File: src/sv/obd2_pkg.sv
// types and constants shared by the obd-ii reply decoder
package obd2_pkg;

    // frame acceptance limits
    localparam logic [10:0] RESP_ID_FIRST = 11'h7E8;
    localparam logic [10:0] RESP_ID_LAST  = 11'h7EF;
    localparam logic [3:0]  MIN_LEN       = 4'd4;
    localparam logic [3:0]  MAX_LEN       = 4'd8;
    localparam logic [7:0]  MODE_REPLY    = 8'h41;
    localparam logic [7:0]  PAYLOAD_MASK  = 8'hF0;
    localparam logic [3:0]  MIN_PAYLOAD   = 4'd3;
    localparam logic [3:0]  RPM_PAYLOAD   = 4'd4;

    // supported pids
    localparam logic [7:0] PID_RPM     = 8'h0C;
    localparam logic [7:0] PID_SPEED   = 8'h0D;
    localparam logic [7:0] PID_COOLANT = 8'h05;
    localparam logic [7:0] PID_FUEL    = 8'h2F;
    localparam logic [7:0] PID_MONITOR = 8'h01;

    // parameter codes on the result side
    localparam logic [2:0] CODE_RPM     = 3'd0;
    localparam logic [2:0] CODE_SPEED   = 3'd1;
    localparam logic [2:0] CODE_COOLANT = 3'd2;
    localparam logic [2:0] CODE_FUEL    = 3'd3;
    localparam logic [2:0] CODE_MONITOR = 3'd4;

    // conversion constants
    localparam logic [14:0] COOLANT_OFFSET = 15'd40;
    localparam logic [7:0]  FUEL_SCALE     = 8'd100;
    localparam logic [14:0] FUEL_ROUND     = 15'd127;

    // received frame word, last declared field (can_identifier) in the lowest bits
    typedef struct packed {
        logic        pad;
        logic [7:0]  byte_four;
        logic [7:0]  byte_three;
        logic [7:0]  byte_two;
        logic [7:0]  byte_one;
        logic [7:0]  byte_zero;
        logic [3:0]  data_length;
        logic [10:0] can_identifier;
    } frame_t;

    // decoded result
    typedef struct packed {
        logic               accepted;
        logic [2:0]         parameter_code;
        logic signed [14:0] decoded_value;
    } result_t;

endpackage

File: src/sv/obd2_response_decoder.sv
// top level: input word register, decode logic, result register
// path: an accepted word passes the input register, then the result register, before m_tvalid rises
// throughput: one word per cycle; each register advances when the next one is free or drained
// reset: synchronous active-low aresetn clears both valid flags, no data is reset
// every frame gives exactly one result word; rejected frames give zeros
module obd2_response_decoder (
    input  logic        aclk,
    input  logic        aresetn,
    input  logic        s_tvalid,
    output logic        s_tready,
    // can_identifier[10:0], data_length[14:11], byte_zero[22:15], byte_one[30:23],
    // byte_two[38:31], byte_three[46:39], byte_four[54:47], zero[55]
    input  logic [55:0] s_tdata,
    output logic        m_tvalid,
    input  logic        m_tready,
    // decoded_value[14:0], zero[15]
    output logic [15:0] m_tdata,
    // accepted[0], parameter_code[3:1]
    output logic [3:0]  m_tuser
);
    import obd2_pkg::*;

    logic    in_valid_reg;
    logic    in_valid_next;
    frame_t  in_word_reg;
    logic    out_valid_reg;
    logic    out_valid_next;
    result_t out_word_reg;
    result_t decoded;
    logic    out_free;
    logic    advance;

    // handshake between stages
    assign out_free = !out_valid_reg || m_tready;
    assign advance  = in_valid_reg && out_free;
    assign s_tready = !in_valid_reg || out_free;

    assign in_valid_next  = s_tvalid ? 1'b1 : (in_valid_reg && !out_free);
    assign out_valid_next = advance ? 1'b1 : (out_valid_reg && !m_tready);

    // valid flags
    always_ff @(posedge aclk) begin
        if (!aresetn) begin
            in_valid_reg  <= 1'b0;
            out_valid_reg <= 1'b0;
        end else begin
            if (s_tready) begin
                in_valid_reg <= in_valid_next;
            end
            out_valid_reg <= out_valid_next;
        end
    end

    // input word register
    always_ff @(posedge aclk) begin
        if (s_tready && s_tvalid) begin
            in_word_reg <= frame_t'(s_tdata);
        end
    end

    obd2_decode u_decode (
        .frame  (in_word_reg),
        .result (decoded)
    );

    // result register
    always_ff @(posedge aclk) begin
        if (advance) begin
            out_word_reg <= decoded;
        end
    end

    assign m_tvalid = out_valid_reg;
    assign m_tdata  = {1'b0, out_word_reg.decoded_value};
    assign m_tuser  = {out_word_reg.parameter_code, out_word_reg.accepted};

`ifndef SYNTH
    // a rejected result carries only zeros
    a_reject_zero: assert property (@(posedge aclk) disable iff (!aresetn)
        (m_tvalid && !m_tuser[0]) |-> (m_tuser[3:1] == 3'd0 && m_tdata == 16'd0))
        else $error("rejected result with nonzero payload");

    // accepted results only use defined parameter codes
    a_code_range: assert property (@(posedge aclk) disable iff (!aresetn)
        (m_tvalid && m_tuser[0]) |-> (m_tuser[3:1] <= CODE_MONITOR))
        else $error("undefined parameter code");

    // both stages full and stalled means no new word is taken
    a_full_stall: assert property (@(posedge aclk) disable iff (!aresetn)
        (in_valid_reg && m_tvalid && !m_tready) |-> !s_tready)
        else $error("input accepted while pipeline stalled and full");

    // no result appears right after reset
    a_reset_empty: assert property (@(posedge aclk)
        !aresetn |=> !m_tvalid)
        else $error("result valid after reset");
`endif

endmodule

File: src/sv/obd2_decode.sv
// frame check and pid conversion, purely combinational
module obd2_decode (
    input  obd2_pkg::frame_t  frame,
    output obd2_pkg::result_t result
);
    import obd2_pkg::*;

    logic        frame_ok;
    logic [4:0]  payload_end;
    logic [14:0] fuel_num;
    logic [15:0] fuel_sum;
    logic [6:0]  fuel_pct;
    logic        pid_ok;
    logic [2:0]  code;
    logic [14:0] value;

    // header checks: id window, length, payload length, mode
    assign payload_end = {1'b0, frame.byte_zero[3:0]} + 5'd1;
    assign frame_ok = (frame.can_identifier >= RESP_ID_FIRST)
                   && (frame.can_identifier <= RESP_ID_LAST)
                   && (frame.data_length >= MIN_LEN)
                   && (frame.data_length <= MAX_LEN)
                   && ((frame.byte_zero & PAYLOAD_MASK) == 8'd0)
                   && (frame.byte_zero[3:0] >= MIN_PAYLOAD)
                   && (payload_end <= {1'b0, frame.data_length})
                   && (frame.byte_one == MODE_REPLY);

    // fuel: (a*100+127)/255, divide by 255 via x + x>>8 + 1 then shift
    assign fuel_num = 15'(frame.byte_three * FUEL_SCALE) + FUEL_ROUND;
    assign fuel_sum = {1'b0, fuel_num} + 16'(fuel_num >> 8) + 16'd1;
    assign fuel_pct = fuel_sum[14:8];

    // pid conversion
    always_comb begin
        pid_ok = 1'b1;
        code   = CODE_RPM;
        value  = '0;
        unique case (frame.byte_two)
            PID_RPM: begin
                pid_ok = (frame.byte_zero[3:0] >= RPM_PAYLOAD);
                code   = CODE_RPM;
                value  = {1'b0, frame.byte_three, frame.byte_four[7:2]};
            end
            PID_SPEED: begin
                code  = CODE_SPEED;
                value = {7'd0, frame.byte_three};
            end
            PID_COOLANT: begin
                code  = CODE_COOLANT;
                value = {7'd0, frame.byte_three} - COOLANT_OFFSET;
            end
            PID_FUEL: begin
                code  = CODE_FUEL;
                value = {8'd0, fuel_pct};
            end
            PID_MONITOR: begin
                code  = CODE_MONITOR;
                value = {14'd0, frame.byte_three[7]};
            end
            default: begin
                pid_ok = 1'b0;
            end
        endcase
    end

    // rejected frames give all zeros
    always_comb begin
        result.accepted       = frame_ok && pid_ok;
        result.parameter_code = result.accepted ? code : 3'd0;
        result.decoded_value  = result.accepted ? value : 15'sd0;
    end

endmodule

File: config.mk
export PLATFORM = sky130hd
export DESIGN_NAME = obd2_response_decoder
export DESIGN_NICKNAME = d
export VERILOG_FILES = /design/src/sv/obd2_pkg.sv /design/src/sv/obd2_response_decoder.sv /design/src/sv/obd2_decode.sv
export SDC_FILE = /design/constraint.sdc
export NUM_CORES = 1
export LEC_CHECK = 0
export BUFFER_PORTS_ARGS = -buffer_cell sky130_fd_sc_hd__buf_2
export CAP_MARGIN = 20
export CORE_UTILIZATION = 40
export DETAILED_ROUTE_END_ITERATION = 7
export SKIP_LAST_GASP = 1
export SLEW_MARGIN = 20
export SYNTH_ARGS = -nofsm -noshare
export SYNTH_HDL_FRONTEND = slang
export SYNTH_SLANG_ARGS = --single-unit
export TNS_END_PERCENT = 30
File: constraint.sdc
create_clock -name aclk -period 7.9 [get_ports aclk]
set_clock_uncertainty 0.15 [all_clocks]
set_input_delay 1.58 -clock aclk [delete_from_list [all_inputs] [get_ports aclk]]
set_output_delay 1.58 -clock aclk [all_outputs]
set_load 0.02 [all_outputs]
---- After elaboration in Yosys (flattened, before gate mapping) ----
Index checks and enable logic that the tools add are counted.
word-level totals
  register bits after elaboration ......... 76
  bits in latches ......................... 0
  memory bits (writable) .................. 0
  memory bits (read-only) ................. 0
  input port bits ......................... 60
  output and inout port bits .............. 22
  memories ................................ 0
cells by class
  add/sub/neg operators ................... 5
  multipliers ............................. 1
  divide/modulo/power cells ............... 0
  magnitude comparators ................... 7
  equal/unequal tests ..................... 6
  shift-type cells ........................ 0
  muxes and demuxes ....................... 5
  bitwise gates (word level) .............. 0
  reductions and logical operators ........ 20
operator list
  cell                                                                    number
  15-bit case mux with 5 select lines                                     1
  8-bit by 4-bit equality test with 1-bit output (second input constant)  2
  15-bit by 1-bit adder with 15-bit output (second input constant)        1
  15-bit by 7-bit adder with 15-bit output                                1
  15-bit by 7-bit adder with 15-bit output (second input constant)        1
  8-bit by 5-bit multiplier with 13-bit output (second input constant)    1
  1-bit logical AND                                                       12
  3-bit case mux with 4 select lines                                      1
  11-bit >= comparator (second input constant)                            1
  11-bit <= comparator (second input constant)                            1
  8-bit by 6-bit subtractor with 9-bit output (second input constant)     1
  8-bit by 1-bit equality test with 1-bit output (second input constant)  1
  8-bit by 3-bit equality test with 1-bit output (second input constant)  1
  8-bit by 6-bit equality test with 1-bit output (second input constant)  1
  8-bit by 7-bit equality test with 1-bit output (second input constant)  1
  4-bit by 3-bit >= comparator with 1-bit output (second input constant)  2
  8-bit logical NOT                                                       1
  4-bit by 1-bit adder with 5-bit output (second input constant)          1
  5-bit by 4-bit <= comparator with 1-bit output                          1
  4-bit by 2-bit >= comparator with 1-bit output (second input constant)  1
  4-bit <= comparator (second input constant)                             1
  1-bit logical NOT                                                       4
  4-bit OR reduction                                                      1
  1-bit logical OR                                                        2
  other kinds (2)                                                         3

---- Longest topological paths before layout ----
Gate-level depths: netlist of run 1.
  word-level depth ........................ 9
  depth in mapped cells ................... 23
  depth with buffers taken out ............ 22

---- By module ----
From an unflattened synthesis of run 1, not the netlist that was laid out.
unflattened totals
  cells, all modules ...................... 331
  area, all modules ....................... 4226.6 um^2
by module, submodules not included
  module                 times used  cells an instance  area each (um^2)  sequential area each (um^2)
  obd2_response_decoder  1           86                 2367.3            2292.2
  obd2_decode            1           245                1859.3            0.0

---- Worst setup path after synthesis of run 1 ----
Ideal clock, no wire load.
  kind .................................... reg-to-reg
  start ................................... register in_word_reg[42] (netlist bit)
  end ..................................... register out_word_reg, in the netlist m_tdata[0] (data pin)
  setup time .............................. 0.270 ns
  data arrival time ....................... 4.509 ns
  required time ........................... 7.480 ns
  slack ................................... 2.971 ns
  cell stages (with the launch flop) ...... 23
  path buffers ............................ 0
  clock period less this slack ............ 4.929 ns
  cell sequence ........................... edfxtp_1 > inv_1 > ha_1 > ha_1 > inv_1 > fa_1 > inv_1 > ha_1 > nand3_1 > a21oi_1 > a2111o_1 > and2b_1 > xnor2_1 > inv_1 > ha_1 > o21a_1 > a31o_1 > a31oi_1 > o22ai_2 > a311o_2 > a21o_1 > nand3_1 > a21oi_1
between the ends
  cells in the longest elaborated chain, start to end .. 5
RTL lines
  item                                          RTL line                     RTL
  start: declaration                            obd2_response_decoder.sv:25  frame_t in_word_reg;
  start signal: assignment                      obd2_response_decoder.sv:57  in_word_reg <= frame_t'(s_tdata);
  8-bit by 5-bit multiplier with 13-bit output  obd2_decode.sv:29            assign fuel_num = 15'(frame.byte_three * FUEL_SCALE) + FUEL_ROUND;
  15-bit by 7-bit adder with 15-bit output      obd2_decode.sv:29
  15-bit by 7-bit adder with 15-bit output      obd2_decode.sv:30            assign fuel_sum = {1'b0, fuel_num} + 16'(fuel_num >> 8) + 16'd1;
  15-bit by 1-bit adder with 15-bit output      obd2_decode.sv:30
  15-bit case mux with 5 select lines           obd2_decode.sv:38            unique case (frame.byte_two)
  end signal: assignment                        obd2_response_decoder.sv:69  out_word_reg <= decoded;
  end: declaration                              obd2_response_decoder.sv:28  result_t out_word_reg;
Every way passes these cells.
A chain may end at the register's enable or synchronous reset.

---- Worst setup path after layout of run 1 ----
  start ................................... register in_word_reg[41] (netlist bit)
  end ..................................... register out_word_reg, in the netlist m_tdata[0] (data pin)
Same word-level chain as after synthesis.

==> results of run 1 <==
## area by class of cell
| cell class | count | area (um^2) |
|---|---|---|
| Fill cell | 905 | 5020 |
| Sequential cell | 71 | 2110 |
| Multi-Input combinational cell | 225 | 1760 |
| Timing Repair Buffer | 75 | 378 |
| Tap cell | 133 | 166 |
| Clock buffer | 10 | 128 |
| Inverter | 29 | 109 |
| Clock inverter | 5 | 60.1 |
## metal layers
layer  vias up  track usage  part of all wire
met1      1232        0.212              0.47
met2        73        0.239              0.46
met4         0       0.0516             0.012
met3        11       0.0349             0.053
met5         -            0                 0
li1       1372            -                 -
## how the worst min path moves through the flow
stage	startpoint	to	slack, ns	depth (start not counted)
floorplan	in_valid_reg	m_tvalid	0.33	1
global placement	in_valid_reg	m_tvalid	0.35	1
detailed placement	in_valid_reg	m_tvalid	0.36	1
CTS	in_valid_reg	m_tvalid	0.38	1
global route	in_valid_reg	m_tvalid	0.40	1
finish	in_valid_reg	m_tvalid	0.37	1
## cell families after synthesis
logic type,after synthesis,share of synthesized area
flip-flops,71,0.528
AO/OA/AOI/OAI,58,0.0981
XOR/XNOR,25,0.0584
buffers and inverters,34,0.0347
AND/OR/NAND/NOR,95,0.131
other,1,0.000937
adder cells (fa/ha/maj),46,0.149
## metrics by stage
step | instance area [um^2] | setup slack, ns
2_1_floorplan | 4000 | 2.97
3_5_place_dp | 4520 | 2.38
6_report | 4710 | 2.35
4_1_cts | 4710 | 2.34
5_1_grt | 4710 | 2.04
3_3_place_gp | 4520 | 2.44
## critical path, cell delays in order (launching register included)
cell and delay, ns:
sky130_fd_sc_hd__edfxtp_1 0.57, sky130_fd_sc_hd__inv_1 0.12, sky130_fd_sc_hd__ha_1 0.31, sky130_fd_sc_hd__ha_1 0.30
sky130_fd_sc_hd__ha_1 0.31, sky130_fd_sc_hd__inv_1 0.06, sky130_fd_sc_hd__fa_1 0.45, sky130_fd_sc_hd__xor2_1 0.24
sky130_fd_sc_hd__nor3_1 0.45, sky130_fd_sc_hd__nand3_1 0.16, sky130_fd_sc_hd__xnor2_1 0.20, sky130_fd_sc_hd__ha_1 0.25
sky130_fd_sc_hd__a2111o_1 0.39, sky130_fd_sc_hd__a31o_1 0.22, sky130_fd_sc_hd__a21oi_1 0.15, sky130_fd_sc_hd__o22ai_2 0.15
sky130_fd_sc_hd__a311o_2 0.41, sky130_fd_sc_hd__a21o_1 0.18, sky130_fd_sc_hd__nand3_1 0.12, sky130_fd_sc_hd__a21oi_1 0.09
## synthesized netlist by cell type, types with 3 or more instances
| library cell | n |
|---|---|
| sky130_fd_sc_hd__a31oi_1 | 3 |
| sky130_fd_sc_hd__nand2b_1 | 3 |
| sky130_fd_sc_hd__and3_1 | 4 |
| sky130_fd_sc_hd__xnor2_1 | 11 |
| sky130_fd_sc_hd__fa_1 | 3 |
| sky130_fd_sc_hd__nor3_1 | 4 |
| sky130_fd_sc_hd__a21oi_1 | 16 |
| sky130_fd_sc_hd__nor2_1 | 14 |
| sky130_fd_sc_hd__nor2b_1 | 4 |
| sky130_fd_sc_hd__edfxtp_1 | 69 |
| sky130_fd_sc_hd__a22oi_1 | 8 |
| sky130_fd_sc_hd__nand2_1 | 24 |
| sky130_fd_sc_hd__ha_1 | 43 |
| sky130_fd_sc_hd__o21a_1 | 3 |
| sky130_fd_sc_hd__nand4_1 | 5 |
| sky130_fd_sc_hd__xor2_1 | 12 |
| sky130_fd_sc_hd__o21ai_0 | 8 |
| sky130_fd_sc_hd__inv_1 | 29 |
| sky130_fd_sc_hd__or3_1 | 6 |
| sky130_fd_sc_hd__nand3_1 | 10 |
## where the power goes
| group | internal [mW] | switching [mW] |
|---|---|---|
| clock | 0.145 | 0.135 |
| combinational | 0.121 | 0.169 |
| sequential | 0.436 | 0.0130 |
==> results.txt, run 1 <==
The count of final setup violators is 0, and the max-capacitance violation count is 0. The H-tree was split into 3 levels. The initial antenna violation count was 0.

The number of detailed-route iterations in the first pass is 4, and the post-CTS clock slew at the launch and capture registers of the worst setup and hold paths is 0.07 ns. The later pin in the worst-skew pair is clocked with a latency of 0.35 ns. The worst-case register-to-register setup slack was 2.35 ns.

The count of non-filler cells in the finished layout came out at 548. The critical path capture point is m_tdata[0]. The clock period could shrink to 5.55 ns. Summed over all layers, the routed wires come to 7850 um. The run gives 0.528 as the share of the yosys chip area belonging to registers.

The post-placement cell count is 533, and the cell area after synthesis is 4000 um^2. Setup total negative slack on the finished layout was measured at 0 ns. The detailed router finished its first iteration with 114 violations.

The path category of the worst min-delay check was register to register. The final route contains 2688 vias. The half-perimeter wire length after placement was 5940 um. The dominant register cell in the synthesized netlist was sky130_fd_sc_hd__edfxtp_1.

The overall routing resource usage is 0.154, and the fraction of synthesized cell area taken by the top area cell type is 0.518. For the pin with the worst max-slew slack, the measured transition is 1.04 ns. The data arrival at the endpoint of the critical path is 5.48 ns, and the full die area is 10400 um^2.

Cell accounting for the most synthesized area: sky130_fd_sc_hd__edfxtp_1. The most common cell after layout, fill and taps aside was sky130_fd_sc_hd__buf_2. Of all nets on the critical path, the largest fanout is 7. For this design, the sink count on the clock tree is 71. The top cell types in the final layout, fill and taps aside, are sky130_fd_sc_hd__buf_2 (74), sky130_fd_sc_hd__edfxtp_1 (69), sky130_fd_sc_hd__ha_1 (43), sky130_fd_sc_hd__inv_1 (29), sky130_fd_sc_hd__nand2_1 (24). The root buffer cell chosen for the clock tree is sky130_fd_sc_hd__clkbuf_8.

For the number of cells upsized or downsized after cts, the log shows 0. The startpoint identified for the worst register-to-register timing path is in_word_reg[41]. STA classifies the critical path startpoint as a register. TritonCTS built the clock tree. The die is 102 um tall. The number of nets handed over by synthesis was 436. During placement, the flow inserted port buffers numbering 74.

The run gives 1.95 nW as the leakage power figure. The logs give 0.412 for the starting utilization of the core area and 0.371 ns for the worst hold-check slack. The area added between synthesis and finish works out to 17.6%. The total overflow left after global routing is 0. The region available for standard cell placement spans 9730 um^2. Counting flops with a built-in enable in the synthesized netlist gives 69. The count of pins on the block boundary was 82; the largest vdd supply drop was 158 uV. Power comes to 1.02 mW.

Critical path start-end classification: register to register. The run gives 0.300 as the relative max-transition margin. The most critical setup path has its startpoint at in_word_reg[41].

The final count of pins violating max slew came out at 0. In this run, synthesis produced a sequential element count of 71. The initialized floorplan defines 36 standard-cell rows.

No sink is reached through more buffers than the 2 on the longest clock path. The flow ran to the end, and the final reports show no timing, DRC or antenna violations. The share of synthesized registers carrying an async set or reset is 0. The width of the die was 102 um; the average cell area after synthesis was 12.1 um^2. Number of buffers added for setup after CTS: 0.

In this run, post-CTS hold repair placed 0 buffers. The number of cells on the worst reg-to-reg path is 19. The cell count after synthesis came out at 330.

The ratio of final minimum period to clock period was 0.703; the yosys synthesis warning count was 0. Entering global routing, the biggest net connects 51 pins. Setup repair after global routing left no endpoint under its margin. For the count of endpoints failing hold in the final timing report, the log shows 0. The share of cells above drive strength 1 works out to 0.255.

Remaining routing DRC violations: 0. In the post-synthesis netlist, the biggest area contributors are sky130_fd_sc_hd__edfxtp_1 (52%), sky130_fd_sc_hd__ha_1 (13%), sky130_fd_sc_hd__inv_1 (2.7%). In this run the remaining antenna-violating nets after routing total 0. At the end of routability-driven placement, the weighted congestion stood at 0.843.

Counting distinct cell types in the post-synthesis netlist gives 58. The CTS buffer count came out at 9. The repair_antennas step left the layout with diodes totalling 0. The tools report the via count of the first global-routing pass as 2506. The core utilization of the finished layout was 0.484. The register with the most flip-flops in the layout has 50 of them. STA classifies the critical path endpoint as a register. The first global-routing pass estimated 11900 um of wire. The tools report the required time at the worst-slack endpoint as 7.83 ns. The worst register-to-register path ends at m_tdata[0]. In the routed layout, each cell is associated on average with a via count of 4.91.

At the end of the flow, the number of nets in the layout was 517. The tools report the achievable frequency as 180 MHz. The final routed wire length divided by cell count is 14.3 um, and the power density relative to cell area is 216 nW/um^2.
Note: power is estimated with default switching activity, not from simulation.
==> inputs of run 2 (changes only) <==
ABC_AREA = 1   (was unset)
clock period = 5.3 ns   (was 7.9 ns; I/O delays follow)
==> run 2 against run 1 <==
  * Global-route usage grew 1.9 points
  * Synthesized cell count grew 34%
  * Combinational power grew 83%
  * Sequential share of layout area shrank 3.8 points
  * Highest routed layer unchanged
==> results.txt, run 2 <==
The run gives 0 (unchanged) as the count of final setup violators. The share of total power consumed by net switching was 0.334 (+0.0224); the full die area was 11300 um^2 (+8.1%). The library cell used most frequently in the layout, excluding fill and tap cells, is sky130_fd_sc_hd__nand2_1. The residual antenna-violating net count after detailed routing is 0 (unchanged), and the fraction of synthesized cell area taken by the top area cell type is 0.478 (-0.0396).

Cell-internal power: 1.15 mW (+63%). The worst setup path is launched from a register. The run gives 631 (+22%) as the number of nets in the layout. By startpoint and endpoint, the worst setup path is classified as register to register. The relative max-transition margin was 0.577 (+0.277); the power density relative to cell area was 334 nW/um^2 (+55%). The largest total area in the synthesized netlist belongs to sky130_fd_sc_hd__edfxtp_1.

Counting instances in the post-synthesis netlist gives the leading cell types as sky130_fd_sc_hd__nand2_1 (86), sky130_fd_sc_hd__edfxtp_1 (69), sky130_fd_sc_hd__inv_1 (68). The vertical die dimension was 106 um (+4.0%). The tightest min-delay check is of the register to register type.

The number of cells upsized or downsized after cts came out at 0 (unchanged). The run gives 0 (unchanged) as the number of buffers added for setup after CTS. The run gives 547 (+25%) as the post-synth net total. The data arrival at the endpoint of the critical path is 4.75 ns (-0.73 ns), and the pin count of the biggest net entering global routing is 51 (unchanged). Dominant cell by count in the synthesized netlist: sky130_fd_sc_hd__nand2_1. The clock tree buffer depth was 2 (unchanged). Max-capacitance violation count: 0 (unchanged).

The yosys synthesis warning count came out at 0 (unchanged). In the layout the commonest cells are sky130_fd_sc_hd__nand2_1 (86), sky130_fd_sc_hd__buf_2 (74), sky130_fd_sc_hd__edfxtp_1 (69), sky130_fd_sc_hd__inv_1 (67), sky130_fd_sc_hd__ha_1 (43). Proportion of power drawn by combinational gates: 0.309 (+0.024).

The run gives 4 (unchanged) as the number of detailed-route iterations in the first pass. The run gives 0 (unchanged) as the initial antenna violation count. The final count of pins violating max slew is 0 (unchanged), and the ratio of final minimum period to clock period is 0.909 (+0.206). The power dissipated by switching net loads is 0.573 mW (+81%). The number of enable-type register cells in the synthesized netlist is 69 (unchanged), and the largest vdd supply drop is 162 uV (+2.1%). The run gives 0 (unchanged) as the hold buffer count at CTS. The standard-cell row count was 37 (+2.8%); the leakage power figure was 2.41 nW (+24%). The distinct cell type count after synthesis is 39 (-33%), and the number of port buffers is 74 (unchanged). The tools report the share of the yosys chip area belonging to registers as 0.487 (-0.0403). Remaining global-route overflow: 0 (unchanged). The worst register-to-register path ends at m_tdata[2]. Worst-case register-to-register setup slack: 0.48 ns (-1.86 ns). The tools report the final-layout fill cell count as 985 (+8.8%).

The synthesized netlist cell count was 441 (+34%); the highest net fanout along the worst path was 7 (unchanged). The count of endpoints failing hold in the final timing report was 0 (unchanged); the post-CTS clock slew at the launch and capture registers of the worst setup and hold paths was 0.08 ns (about the same). The critical path capture point was m_tdata[2]. The width of the die is 106 um (+4.0%), and the flip-flop count of the largest register, all copies and words added is 50 (unchanged). The core area came out at 10400 um^2 (+7.1%). The number of register bits inferred by synthesis is 71 (unchanged), and the wire length reported by the detailed router is 9040 um (+15%). The cell depth of the worst flop-to-flop path works out to 28 (+9).

The average cell area after synthesis was 9.83 um^2 (-19%); the share of synthesized registers carrying an async set or reset was 0 (unchanged). The final-layout setup total negative slack came out at 0 ns (unchanged). For the via count of the first global-routing pass, the log shows 3122 (+25%).

Half-perimeter wire length after placement: 7030 um (+18%). Among all flip-flop cells after synthesis, the most frequent one is sky130_fd_sc_hd__edfxtp_1. The required time at the worst-slack endpoint was 5.24 ns (-2.59 ns). The critical path's slowest cell was sky130_fd_sc_hd__fa_1.

For the clock sink total, the log shows 71 (unchanged). The run gives 0.416 (+0.00469) as the starting utilization of the core area. For the sequential share of power, the log shows 0.384 (-0.057). The library cell appearing most often on the critical path was sky130_fd_sc_hd__nand2_1. Count of H-tree levels built during CTS: 3 (unchanged). The clock network fraction of total power was 0.307 (+0.033); the share of cells above drive strength 1 was 0.251 (-0.00448). Count of pins on the block boundary: 82 (unchanged). The run gives 0.172 (+0.0188) as the overall routing resource usage. The final weighted congestion of routability-driven global placement is 0.839 (-0.53%).

Setup repair after global routing left no endpoint under its margin. Ranked by total cell area, the synthesized netlist is headed by sky130_fd_sc_hd__edfxtp_1 (48%), sky130_fd_sc_hd__ha_1 (12%), sky130_fd_sc_hd__nand2_1 (7.4%). The tools report the detailed-route via count as 3276 (+22%). STA classifies the critical path endpoint as a register. Compared with the post-synthesis result, the final layout area differs by 18.6%. Tracing the worst setup path back leads to its startpoint at in_word_reg[43].

For the antenna diode count, the log shows 0 (unchanged). CTS placed an instance of sky130_fd_sc_hd__clkbuf_8 at the clock tree root. The wire length of the first global-routing pass came out at 14800 um (+24%). The achievable frequency is 208 MHz (+15%), and the cell area after synthesis is 4340 um^2 (+8.3%). The clock network latency to the later pin of the worst-skew pair was 0.36 ns (about the same).

The CTS buffer count came out at 9 (unchanged). The via density per instance came out at 4.92 (+0.28%). The flow ran to the end, and the final reports show no timing, DRC or antenna violations.

Final routed wire length divided by cell count: 13.6 um (-5.3%). The worst register-to-register path begins at in_word_reg[43]. Remaining routing DRC violations: 0 (unchanged).

The delay of the slowest critical-path stage is 0.49 ns (-0.08 ns). The transition time at the pin with the least slew margin was 0.633 ns (-0.409 ns). TritonCTS built the clock tree. The final critical path time including I/O delays and setup came out at 4.82 ns (-0.736 ns). The number of DRC markers in iteration 0 was 122 (+7.0%); the worst hold-check slack was 0.384 ns (+0.0130 ns).
## run 2: changes by cell type after synthesis, sizes merged, moves of 6 or more
cell / change
a21oi: +7
a22oi: -8
inv: +44
nand2: +73
nand3: +33
nor2: +18
or3: -6
xnor2: -9
xor2: -9
## run 2: final cells by class
class                           instances  area [um^2]  share of cell area
Clock inverter                          6          116              0.0226
Sequential cell                        71         2110               0.411
Tap cell                              136          170              0.0331
Clock buffer                           10          128              0.0248
Inverter                               73          279              0.0542
Multi-Input combinational cell        294         1940               0.377
Timing Repair Buffer                   76          398              0.0774
## run 2: cell families after synthesis
logic type,after synthesis,share of synthesized area
flip-flops,71,0.487
adder cells (fa/ha/maj),46,0.138
other,1,0.000865
AND/OR/NAND/NOR,197,0.235
XOR/XNOR,7,0.0141
AO/OA/AOI/OAI,43,0.0574
buffers and inverters,76,0.0678
## run 2: critical path: cells and delay by family, from the launching register on
kind,cells,cell delay [ns]
DFF,1,0.48
and+or+nand+nor,15,1.47
adders and majority gates,5,1.84
buffers and inverters,6,0.40
AOI/OAI and AO/OA,2,0.20
## run 2: worst min-delay path by stage
stage | from | to | slack (ns) | cells past startpoint
global placement | in_valid_reg | m_tvalid | 0.33 | 2
floorplan | in_valid_reg | m_tvalid | 0.30 | 2
finish | in_valid_reg | m_tvalid | 0.38 | 2
global route | in_valid_reg | m_tvalid | 0.41 | 2
CTS | in_valid_reg | m_tvalid | 0.35 | 2
detailed placement | in_valid_reg | m_tvalid | 0.34 | 2
## run 2: stage by stage
step / cell area [um^2] / util / total power [mW] / cells / setup slack [ns]
4_1_cts: 5120 / 0.491 / 1.73 / 665 / 0.491
3_3_place_gp: 4870 / 0.468 / 1.18 / 649 / 0.572
3_5_place_dp: 4870 / 0.468 / 1.20 / 649 / 0.528
2_1_floorplan: 4340 / - / 1.08 / 441 / 0.931
6_report: 5140 / 0.494 / 1.72 / 666 / 0.483
5_1_grt: 5140 / 0.494 / 1.82 / 666 / 0.0986
## run 2: power by group through the flow
| stage | clock, mW | sequential [mW] | combinational (mW) |
|---|---|---|---|
| floorplan | 0 | 0.674 | 0.407 |
| global route | 0.561 | 0.663 | 0.596 |
| global placement | 0 | 0.672 | 0.512 |
| finish | 0.528 | 0.660 | 0.531 |
| detailed placement | 0 | 0.673 | 0.530 |
| CTS | 0.536 | 0.661 | 0.532 |
## run 2: routing by layer
metal / share of wire / global-route usage
met5: 0 / 0
met3: 0.047 / 0.0484
met2: 0.48 / 0.279
met1: 0.46 / 0.226
met4: 0.013 / 0.0456
==> inputs of run 3 (changes only) <==
PLACE_DENSITY = 0.66   (was unset)
==> run 3 against run 2 <==
  * Core utilization fell by 0.19 points
  * Non-clock buffer count did not move
  * Cell count stayed put
  * Wire length decreased by 1.0%
  * Power shrank 2.0%
  * Maximum frequency down 0.91%
  * Sequential share of layout area increased by 0.16 points
  * Critical path depth stayed put
  * Sequential cell count unchanged
==> results.txt, run 3 (synthesis gave the netlist of run 2 again) <==
In the layout the commonest cells are sky130_fd_sc_hd__nand2_1 (86), sky130_fd_sc_hd__buf_2 (74), sky130_fd_sc_hd__edfxtp_1 (69), sky130_fd_sc_hd__inv_1 (67), sky130_fd_sc_hd__ha_1 (43). The full die area is 11300 um^2 (unchanged), and the wire length reported by the detailed router is 8940 um (-1.0%). The standard-cell row count is 37 (unchanged). Final count of pins violating max slew: 0 (unchanged). The tree is rooted in a sky130_fd_sc_hd__clkbuf_8. The logs give 71 (unchanged) for the clock sink total and 3259 (-0.52%) for the detailed-route via count.

The via density per instance was 4.89 (-0.52%); the cell depth of the worst flop-to-flop path was 28 (unchanged). In this run the critical register-to-register path is captured at m_tdata[2]. The ratio of final minimum period to clock period is 0.917 (+0.00830), and the area added between synthesis and finish is 18.2%.

Number of detailed-route iterations in the first pass: 4 (unchanged). The library cell appearing most often on the critical path was sky130_fd_sc_hd__nand2_1. For the final-layout setup total negative slack, the log shows 0 ns (unchanged). STA classifies the critical path startpoint as a register. The post-CTS clock slew at the launch and capture registers of the worst setup and hold paths came out at 0.08 ns (about the same). The logs give 2.40 nW (-0.25%) for the leakage power figure and 5120 um^2 (-0.39%) for the area of all placed cells without fillers.

The via count of the first global-routing pass was 3132 (+0.32%). The tools report the initial antenna violation count as 0 (unchanged). The share of cells above drive strength 1 is 0.253 (+0.00189).

For the count of pins on the block boundary, the log shows 82 (unchanged). Launch point of the worst reg-to-reg path: in_word_reg[43]. The gate family responsible for the most delay along the worst path is adder cells.

The sum of buffers and inverters on the critical path is 6 (unchanged), and the area after detailed placement is 4870 um^2 (unchanged). Setup repair after global routing left no endpoint under its margin. The tools report the wire length of the first global-routing pass as 14500 um (-1.9%). The delay of the slowest critical-path stage is 0.49 ns (about the same).

The max-capacitance violation count is 0 (unchanged). The tools report the worst setup path startpoint as in_word_reg[43]. The path with the worst hold slack has its endpoint at m_tvalid.

The hold buffer count at CTS is 0 (unchanged). The critical path's slowest cell is sky130_fd_sc_hd__edfxtp_1. The pin count of the biggest net entering global routing is 51 (unchanged), and the core area is 10400 um^2 (unchanged). The clock tree buffer depth was 2 (unchanged); the number of nets in the layout was 631 (unchanged). The setup slack at placement came out at 0.483 ns (-0.0453 ns). For the core utilization of the finished layout, the log shows 0.492 (-0.00192). The highest net fanout along the worst path is 7 (unchanged), and the remaining global-route overflow is 0 (unchanged).

The run gives 0 (unchanged) as the residual antenna-violating net count after detailed routing. The required time at the worst-slack endpoint is 5.24 ns (about the same). The run gives 4.80 ns (+0.05 ns) as the data arrival at the endpoint of the critical path. The flow ran to the end, and the final reports show no timing, DRC or antenna violations.

The number of cells upsized or downsized after cts is 0 (unchanged), and the starting utilization of the core area is 0.416 (unchanged). The total power draw is 1.68 mW (-2.0%), and the worst-case register-to-register setup slack is 0.44 ns (-0.04 ns). The tools report the count of endpoints failing hold in the final timing report as 0 (unchanged). The flip-flop count of the largest register, all copies and words added was 50 (unchanged); the vertical die dimension was 106 um (unchanged). The largest vdd supply drop was 173 uV (+6.8%); the CTS buffer count was 9 (unchanged). The transition time at the pin with the least slew margin was 0.623 ns (-0.0103 ns); the power density relative to cell area was 329 nW/um^2 (-1.7%).

The count of final setup violators was 0 (unchanged); the final routed wire length divided by cell count was 13.4 um (-1.0%). TritonCTS built the clock tree. The setup slack after layout came out at 0.439 ns (-0.0440 ns). The remaining routing DRC violations is 0 (unchanged). The half-perimeter wire length after placement is 7090 um (+0.86%).

The number of port buffers is 74 (unchanged), and the final weighted congestion of routability-driven global placement is 0.826 (-1.5%). The critical path start-end classification was register to register. The worst hold path begins at m_tvalid. The final critical path time including I/O delays and setup is 4.86 ns (+0.0440 ns).

For the number of buffers added for setup after CTS, the log shows 0 (unchanged). The tools report the worst hold-check slack as 0.412 ns (+0.0288 ns). The count of H-tree levels built during CTS is 3 (unchanged), and the cell depth of the worst hold path is 2 (unchanged).

Leaving out fill and tap cells, the most frequent cell in the layout is sky130_fd_sc_hd__nand2_1. Category of the worst setup path capture point: a register. The achievable frequency is 206 MHz (-0.91%), and the count of non-filler cells in the finished layout is 666 (unchanged). The relative max-transition margin is 0.584 (+0.00691). The antenna diode count is 0 (unchanged), and the post-placement cell count is 649 (unchanged). The number of DRC markers in iteration 0 is 158 (+30%), and the width of the die is 106 um (unchanged). The tools report the clock network latency to the later pin of the worst-skew pair as 0.36 ns (about the same).

The path category of the worst min-delay check is register to register. For the overall routing resource usage, the log shows 0.166 (-0.00615).
run 3: changes by cell type in the layout (fill, tap and decap cells not counted), sizes merged:
cell | previous run | this run
inv | 74 | 77
bufinv | 3 | 2
clkinv | 2 | 1
clkbuf | 10 | 9
run 3: worst reg2reg max path, delay by kind of cell, from the launching register on:
family | cells | cell delay, ns
flops | 1 | 0.49
compound gates | 2 | 0.21
fa+ha+maj | 5 | 1.83
simple gates | 15 | 1.54
buf+inv | 6 | 0.41
run 3: final cells by class:
| type | instances | area [um^2] |
|---|---|---|
| well taps | 136 | 170 |
| multi-input cells | 294 | 1940 |
| clock buffers | 9 | 124 |
| clock inverters | 7 | 100 |
| repair buffers | 76 | 398 |
| inverters | 73 | 279 |
| flip-flops and latches | 71 | 2110 |
| fillers | 968 | 5290 |
run 3: worst max path at each step:
stage               slack, ns         end  depth (start not counted)
finish                   0.44  m_tdata[2]                         28
global route             0.04  m_tdata[0]                         27
CTS                      0.43  m_tdata[2]                         28
detailed placement       0.48  m_tdata[2]                         28
global placement         0.57  m_tdata[2]                         28
floorplan                0.93  m_tdata[2]                         28
run 3: power by group:
part | internal [mW] | total [mW] | leakage, nW | switching (mW)
logic | 0.184 | 0.532 | 1.58 | 0.348
clock network | 0.271 | 0.491 | 0.115 | 0.221
registers | 0.645 | 0.660 | 0.705 | 0.0148
run 3: layer usage:
metal / vias to the layer above / GRT usage / wire length (um)
met1: 1501 / 0.212 / 3960
met2: 83 / 0.283 / 4410
met3: 12 / 0.0386 / 460
met5: - / 0 / 0
li1: 1663 / - / -
met4: 0 / 0.0427 / 111
